<file path="src/hdl/xrpc_ram.sv">
// ----------------------------------------------------------------------------
// xrpc_ram
// Generic RAM with one write port and two read ports, registered read data.
// ----------------------------------------------------------------------------
module xrpc_ram #(
    parameter int WIDTH = 8,
    parameter int DEPTH = 16
) (
    input  logic                     aclk,
    input  logic                     we,
    input  logic [$clog2(DEPTH)-1:0] waddr,
    input  logic [WIDTH-1:0]         wdata,
    input  logic [$clog2(DEPTH)-1:0] raddr0,
    output logic [WIDTH-1:0]         rdata0,
    input  logic [$clog2(DEPTH)-1:0] raddr1,
    output logic [WIDTH-1:0]         rdata1
);

    logic [WIDTH-1:0] mem [DEPTH];

    // write port and registered reads
    always_ff @(posedge aclk) begin
        if (we) begin
            mem[waddr] <= wdata;
        end
        rdata0 <= mem[raddr0];
        rdata1 <= mem[raddr1];
    end

endmodule

</file>
<file path="config.mk">
export PLATFORM = sky130hd
export DESIGN_NAME = xrpc_ram
export DESIGN_NICKNAME = d
export VERILOG_FILES = /design/src/hdl/xrpc_ram.sv
export SDC_FILE = /design/constraint.sdc
export NUM_CORES = 1
export LEC_CHECK = 0
export BUFFER_PORTS_ARGS = -buffer_cell sky130_fd_sc_hd__buf_2
export CORE_UTILIZATION = 52
export CTS_CLUSTER_SIZE = 14
export DETAILED_ROUTE_END_ITERATION = 6
export PLACE_DENSITY = 0.7
export SLEW_MARGIN = 20
export SYNTH_ARGS = -nofsm -noshare
export SYNTH_HDL_FRONTEND = slang
export SYNTH_SLANG_ARGS = --single-unit
</file>
<file path="constraint.sdc">
create_clock -name aclk -period 2.1 [get_ports aclk]
set_clock_uncertainty 0.15 [all_clocks]
set_input_delay 0.105 -clock aclk [delete_from_list [all_inputs] [get_ports aclk]]
set_output_delay 0.105 -clock aclk [all_outputs]
set_load 0.01 [all_outputs]
</file>
==> summary.md, run 1 <==
| Metric | Value |
|---|---|
| Worst relative slew slack | `68.5%` |
| Ys flop type | `edfxtp_1` |
| Vias in the first global route | `3579` |
| WL per Instance | `25.8 um` |
| Fill count | `827` |
| WL final | `13.8 mm` |
| Hold Path End | `mem[0][0]` |
| CP Cell Sequence | `mux4_4 > a22oi_1 > nand2_1` |
| Setup TNS Final | `0 ns` |
| Port bufs | `37` |
| PwrDens | `883 nW/um^2` |
| Post-synthesis cell count | `307` |
| Leakage | `2.62 nW` |
| # resized after CTS | `0` |
| Leading cell type by number of instances after synthesis | `edfxtp_1` |
| Seq cells post-synth | `144` |
| Main combinational cell family by area after synthesis | `multiplexers` |
| Synth unique cells | `20` |
| Top cell type's share of synthesized area | `60.6%` |
| Number of enable flip-flop cells after synthesis | `128` |
| Delay of the slowest cell on the worst path | `0.60 ns` |
| TritonCTS clock tree | `done` |
| DIE HEIGHT | `112 um` |
| Post-Synth Simple-Gate Area | `3.43%` |
| Router iterations before antenna repair | `5` |
| Pre-CTS setup slack | `0.309 ns` |
| Synth cell count leaders | `128 x edfxtp_1, 34 x mux4_2, 32 x a22oi_1, 28 x mux4_1, 17 x nand2_1` |
| H-tree Lvls | `4` |
| Drt initial violations | `330` |
| Syn Area/Cell | `20.7 sq um` |
| Crit path kind | `reg2reg` |
| Share of synthesized area spent on multiplexers | `24.4%` |
| Die ar. | `12600 sq um` |
| Multi-input gate area | `2010 sq um` |
| Share of cells above drive strength 1 | `33.3%` |
| Synth Area in XOR/XNOR | `0%` |
| Status | `complete, no violations` |
| Core area | `11700 sq um` |
| Setup crit end kind | `flop` |
| DRC errors left | `0` |
| Clk Latency, worst-skew pair | `0.42 ns` |
| Yosys warnings | `0` |
| Initial Util | `54.4%` |
| Period minus WS final | `1.62 ns` |
| Longest Clk Path Bufs | `2` |
| Min-Delay Path Class | `in2reg` |
| DP HPWL | `8.90 mm` |
| Hold_sp | `waddr[0]` |
| Final worst slack | `0.478 ns` |
| Chip width | `112 um` |
| Synth Area in Compound Gates | `3.79%` |
| Required time of the critical path | `2.25 ns` |
| Final Cycle Share | `77.2%` |
| Final nets | `402` |
| Grt total ovfl | `0` |
| Finish-stage setup viols | `0` |
| Hold Fails Final Rpt | `0` |
| Synth top area cells | `edfxtp_1 61%, mux4_2 12%, mux4_1 12%, dfxtp_1 5.0%, a22oi_1 3.8%` |
| Clock tree root driver cell | `clkbuf_16` |
| RR Startpoint | `mem[3][0]` |
| Post-synthesis adder-cell area fraction | `0%` |
| Register-to-register setup slack | `0.48 ns` |
| Syn_nets | `329` |
| Final slew viol count | `0` |
| Slowest library cell on the worst path | `mux4_4` |
| Area leader, netlist | `edfxtp_1` |
| Global-route wire length before repair | `21.2 mm` |
| RSZ-0062 raised after global routing | `false` |
| GRT Resource Usage Total | `24.4%` |
| Worst R2R Path Depth | `3` |
| Worst-margin pin slew | `0.472 ns` |
| Clock-pin slew on the worst setup and hold paths | `0.06 ns` |
| Async SR Flop Fraction | `0%` |
| Layout area overhead | `17.4%` |
| Hold path depth | `3` |
| IO Count | `38` |
| Initial antenna violation count | `0` |
| # rows | `39` |
| CTS buffer count | `17` |
| Antenna fix cells | `0` |
| Worst setup SP type | `flop` |
| Largest net degree at the start of global routing | `33` |
| Vias | `3443` |
| Fmax | `617 MHz` |
| Synthesized cell area | `6350 sq um` |
| R2r endpoint | `rdata0[0]` |
| Storage element area | `4160 sq um` |
| Vias/cell | `6.42` |
| GPL Wtd Cong | `0.756` |
| CTS sink cnt | `144` |
| Final ANT Viol Nets | `0` |
| Maximum vdd ir drop | `0.778 mV` |
| Post-CTS Setup Bufs | `0` |
| Max Cap Viol | `0` |
| Arrival time at the worst endpoint | `1.77 ns` |
| Critical path peak fanout | `2` |
| Sequential-to-total area share from yosys stat | `65.6%` |
-- per-stage QoR --
| step | cells | area, sq um | power, mW | hold slack (ns) | utilization (%) |
|---|---|---|---|---|---|
| 2_1_floorplan | 307 | 6350 | 3.60 | 0.0539 | - |
| 3_3_place_gp | 496 | 6820 | 3.79 | 0.339 | 58.5 |
| 3_5_place_dp | 496 | 6820 | 3.80 | 0.344 | 58.5 |
| 4_1_cts | 536 | 7450 | 6.63 | 0.0790 | 63.9 |
| 5_1_grt | 536 | 7450 | 6.79 | 0.0929 | 63.9 |
| 6_report | 536 | 7450 | 6.58 | 0.103 | 63.9 |
-- metal layers --
metal  GRT usage [%]  routed length [um]  up-vias
met5               0                   0        -
met4            7.29                 173        0
met3            8.86                1050       15
met2            38.5                6980      164
met1            32.3                5630     1778
li1                -                   -     1486
-- flip-flops by register name, summed over array words and instances, names as in the netlist --
signal and flops:
mem 128, rdata0 8, rdata1 8
-- layout make-up --
| type | instances | share of cell area, % |
|---|---|---|
| tap | 143 | 2.40 |
| sequential | 144 | 55.9 |
| clock inverter | 12 | 1.59 |
| timing repair buffer | 74 | 7.32 |
| multi-input combinational | 143 | 27.0 |
| clock buffer | 20 | 5.86 |
-- how the worst max path moves through the flow --
| stage | slack, ns | to | start | cells after the start |
|---|---|---|---|---|
| after floorplan | 0.35 | mem[0][0] | waddr[2] | 2 |
| after global placement | 0.32 | rdata1[5] | raddr1[0] | 5 |
| after detailed placement | 0.31 | rdata1[5] | raddr1[0] | 5 |
| after CTS | 0.45 | rdata1[7] | mem[0][7] | 3 |
| after global routing | 0.37 | rdata1[7] | mem[0][7] | 3 |
| final | 0.48 | rdata0[0] | mem[3][0] | 3 |
-- power by group --
| part | switching [mW] | internal [mW] | total [mW] |
|---|---|---|---|
| logic | 0.263 | 0.244 | 0.507 |
| registers | 0.0331 | 3.21 | 3.24 |
| clock network | 1.11 | 1.73 | 2.84 |
-- critical path, delay by kind of cell (launching register included) --
kind	cells	cell delay (ns)
mux	1	0.60
flops	1	0.38
compound gates	1	0.28
simple gates	1	0.09
-- placed cells by master (no fill, tap or decap) --
cell,n
mux4_2,34
clkbuf_16,17
nor2_1,14
mux4_4,2
nand2b_1,2
edfxtp_1,128
clkinv_2,5
buf_12,5
a22oi_1,32
and2b_1,2
mux4_1,28
and2_1,2
nor3_1,4
dfxtp_1,16
nor2b_1,2
clkbuf_1,3
nand3_1,1
nand2_1,17
clkinv_1,1
nand3b_1,2
bufinv_16,2
dlygate4sd3_1,8
or3b_2,1
clkinvlp_4,4
buf_4,24
buf_2,37
-- kinds of logic (layout without fill, tap and decap cells) --
kind of cell           count (synthesis)  in the layout
DFF                                  144            144
muxes                                 64             64
and+or+nand+nor                       47             47
AOI/OAI and AO/OA                     32             32
buffers and inverters                 20            106
-- timing repair --
item | in CTS | in global routing
endpoints found under the hold margin | 128 | 0
hold buffers | 8 | 0
setup endpoints to repair | 0 | 0
(Power assumes the default switching activity.)
==> run 2: changes to the inputs <==
- PLACE_DENSITY: 0.7 -> 0.73
- clock period: 2.1 -> 1.32 ns (I/O delays scaled with it)
==> run 2 against run 1 <==
The run now ends with setup timing left. Count of clock-buffer cells in the layout shrank 2. Global-route usage shrank 0.64 points. Largest cell class unchanged. Die area is the same. Final cell count grew 1.5%. Sequential power grew 59%. Critical path depth is the same. Combinational power grew 77%. Flip-flop and latch count is the same. Worst setup slack lost 0.70 ns. Clock power grew 61%. Cell area grew 2.4%. Hold slack lost 0.057 ns.
==> summary.md, run 2 (synthesis results as in run 1) <==
| Metric | Value |
|---|---|
| Chip width | `112 um (unchanged)` |
| Cell Count, Final, Fillers Out | `544 (was 536)` |
| Longest Clk Path Bufs | `2 (unchanged)` |
| Core area | `11700 sq um (unchanged)` |
| Vias/cell | `6.36 (was 6.42)` |
| WL per Instance | `24.9 um (was 25.8 um)` |
| Leakage | `2.61 nW (was 2.62 nW)` |
| Worst setup SP type | `flop (unchanged)` |
| Setup TNS Final | `-2.40 ns (was 0 ns)` |
| Drt initial violations | `354 (was 330)` |
| Final worst slack | `-0.217 ns (was 0.478 ns)` |
| TritonCTS clock tree | `done (unchanged)` |
| Final nets | `410 (was 402)` |
| Critical path peak fanout | `2 (unchanged)` |
| Crit path kind | `reg2reg (unchanged)` |
| Required time of the critical path | `1.47 ns (was 2.25 ns)` |
| PwrDens | `1390 nW/um^2 (was 883 nW/um^2)` |
| Largest registers | `mem x128, rdata0 x8, rdata1 x8 (unchanged)` |
| Antenna fix cells | `0 (unchanged)` |
| Share of cells above drive strength 1 | `45.6% (was 33.3%)` |
| Arrival time at the worst endpoint | `1.69 ns (was 1.77 ns)` |
| Final slew viol count | `0 (unchanged)` |
| Largest register FFs | `128 (unchanged)` |
| Fmax | `650 MHz (was 617 MHz)` |
| Final Power | `10.6 mW (was 6.58 mW)` |
| Delay of the slowest cell on the worst path | `0.62 ns (was 0.60 ns)` |
| Min-Delay Path Class | `in2reg (unchanged)` |
| Post-CTS Setup Bufs | `0 (unchanged)` |
| Pre-CTS setup slack | `-0.379 ns (was 0.309 ns)` |
| Final Cycle Share | `116% (was 77.2%)` |
| Maximum vdd ir drop | `1.09 mV (was 0.778 mV)` |
| Layout area overhead | `20.3% (was 17.4%)` |
| Worst path top cell family by delay | `multiplexers (unchanged)` |
| Clk Latency, worst-skew pair | `0.42 ns (about the same)` |
| Period minus WS final | `1.54 ns (was 1.62 ns)` |
| Failing checks | `setup timing` |
| Worst relative slew slack | `28.4% (was 68.5%)` |
| Most frequent cells in the layout | `128 x edfxtp_1, 56 x mux4_2, 37 x buf_2 (was 128 x edfxtp_1, 37 x buf_2, 34 x mux4_2)` |
| Vias in the first global route | `3721 (was 3579)` |
| Port bufs | `37 (unchanged)` |
| Crit path buf inv count | `0 (unchanged)` |
| CTS sink cnt | `144 (unchanged)` |
| CTS buffer count | `17 (unchanged)` |
| Fill count | `767 (was 827)` |
| DP HPWL | `9.09 mm (was 8.90 mm)` |
| Commonest non-fill, non-tap cell in the layout | `edfxtp_1 (unchanged)` |
| Fin util | `65.5% (was 63.9%)` |
| Setup crit end kind | `flop (unchanged)` |
| Router iterations before antenna repair | `5 (unchanged)` |
| Slowest library cell on the worst path | `mux4_4 (unchanged)` |
| Status | `finished, violations left (was complete, no violations)` |
| Placed Instances | `504 (was 496)` |
| Grt total ovfl | `0 (unchanged)` |
| IO Count | `38 (unchanged)` |
| Vias | `3459 (was 3443)` |
| Initial antenna violation count | `0 (unchanged)` |
| Hold_sp | `waddr[1] (was waddr[0])` |
| Final ANT Viol Nets | `0 (unchanged)` |
| CP Cell Sequence | `mux4_4 > a22oi_2 > nand2_1 (was mux4_4 > a22oi_1 > nand2_1)` |
| Global-route wire length before repair | `20.8 mm (was 21.2 mm)` |
| Worst-margin pin slew | `1.07 ns (was 0.472 ns)` |
| Die ar. | `12600 sq um (unchanged)` |
| # rows | `39 (unchanged)` |
| RSZ-0062 raised after global routing | `true (was false)` |
| Crit path from | `mem[3][7] (was mem[3][0])` |
| Clock tree root driver cell | `clkbuf_16 (unchanged)` |
| Clock-pin slew on the worst setup and hold paths | `0.06 ns (about the same)` |
| GRT Resource Usage Total | `23.8% (was 24.4%)` |
| DRC errors left | `0 (unchanged)` |
| GPL Wtd Cong | `0.760 (was 0.756)` |
| Hold Fails Final Rpt | `0 (unchanged)` |
| WL final | `13.6 mm (was 13.8 mm)` |
| Initial Util | `54.4% (unchanged)` |
| RR Startpoint | `mem[3][7] (was mem[3][0])` |
| H-tree Lvls | `4 (unchanged)` |
| Max Cap Viol | `0 (unchanged)` |
| Top reg by flops | `mem (unchanged)` |
| Largest net degree at the start of global routing | `20 (was 33)` |
| DIE HEIGHT | `112 um (unchanged)` |
| Finish-stage setup viols | `16 (was 0)` |
==> run 2: cell count changes in the layout (fill, tap and decap cells not counted), moves of 2 or more <==
cell	change
mux4_1	-22
mux4_2	+22
a22oi_1	-13
a22oi_2	+13
buf_12	+7
nor3_1	-4
nor2_1	-3
nor2_2	+3
nor3_2	+3
clkbuf_1	-2
inv_6	+2
==> run 2: through the flow <==
step	area, sq um	hold slack [ns]
6_report	7630	0.0462
5_1_grt	7630	0.0494
4_1_cts	7630	0.0348
3_5_place_dp	6930	0.308
3_3_place_gp	6930	0.309
2_1_floorplan	6340	0.0149
==> run 2: worst register-to-register path, cell delays in order, from the launching register on <==
cell      delay, ns
edfxtp_1       0.37
mux4_4         0.62
a22oi_2        0.18
nand2_1        0.10
==> run 2: report_power, final <==
part	internal (mW)	switching (mW)
Sequential	5.10	0.0572
Combinational	0.446	0.450
Clock	2.77	1.81
==> run 2: path summary, 6_finish.rpt <==
path,end,slack (ns),depth (start not counted)
max,rdata1[7],-0.22,3
min,mem[0][6],0.05,3
max reg2reg,rdata1[7],-0.22,3
min reg2reg,rdata0[1],0.55,3
==> run 2: cell type report <==
class                           count  area (sq um)  share of cell area, %
Multi-Input combinational cell    143          2030                   26.6
Tap cell                          143           179                   2.34
Sequential cell                   144          4160                   54.5
Timing Repair Buffer               82           693                   9.08
Clock inverter                     14           140                   1.84
Clock buffer                       18           429                   5.62
==> run 2: timing repair <==
item                       CTS  global route
pin swaps                    7             4
setup endpoints to repair   16            16
hold endpoints to repair   128             0
hold buffers                 8             0
gates resized for setup     14             3
==> run 2: layer usage <==
metal  wire, um  up-vias  global-route usage (%)
met5          0        -                       0
met4        335        0                    12.3
met3       1090       29                    6.48
met2       7010      192                    39.7
met1       5120     1754                    28.6
li1           -     1484                       -
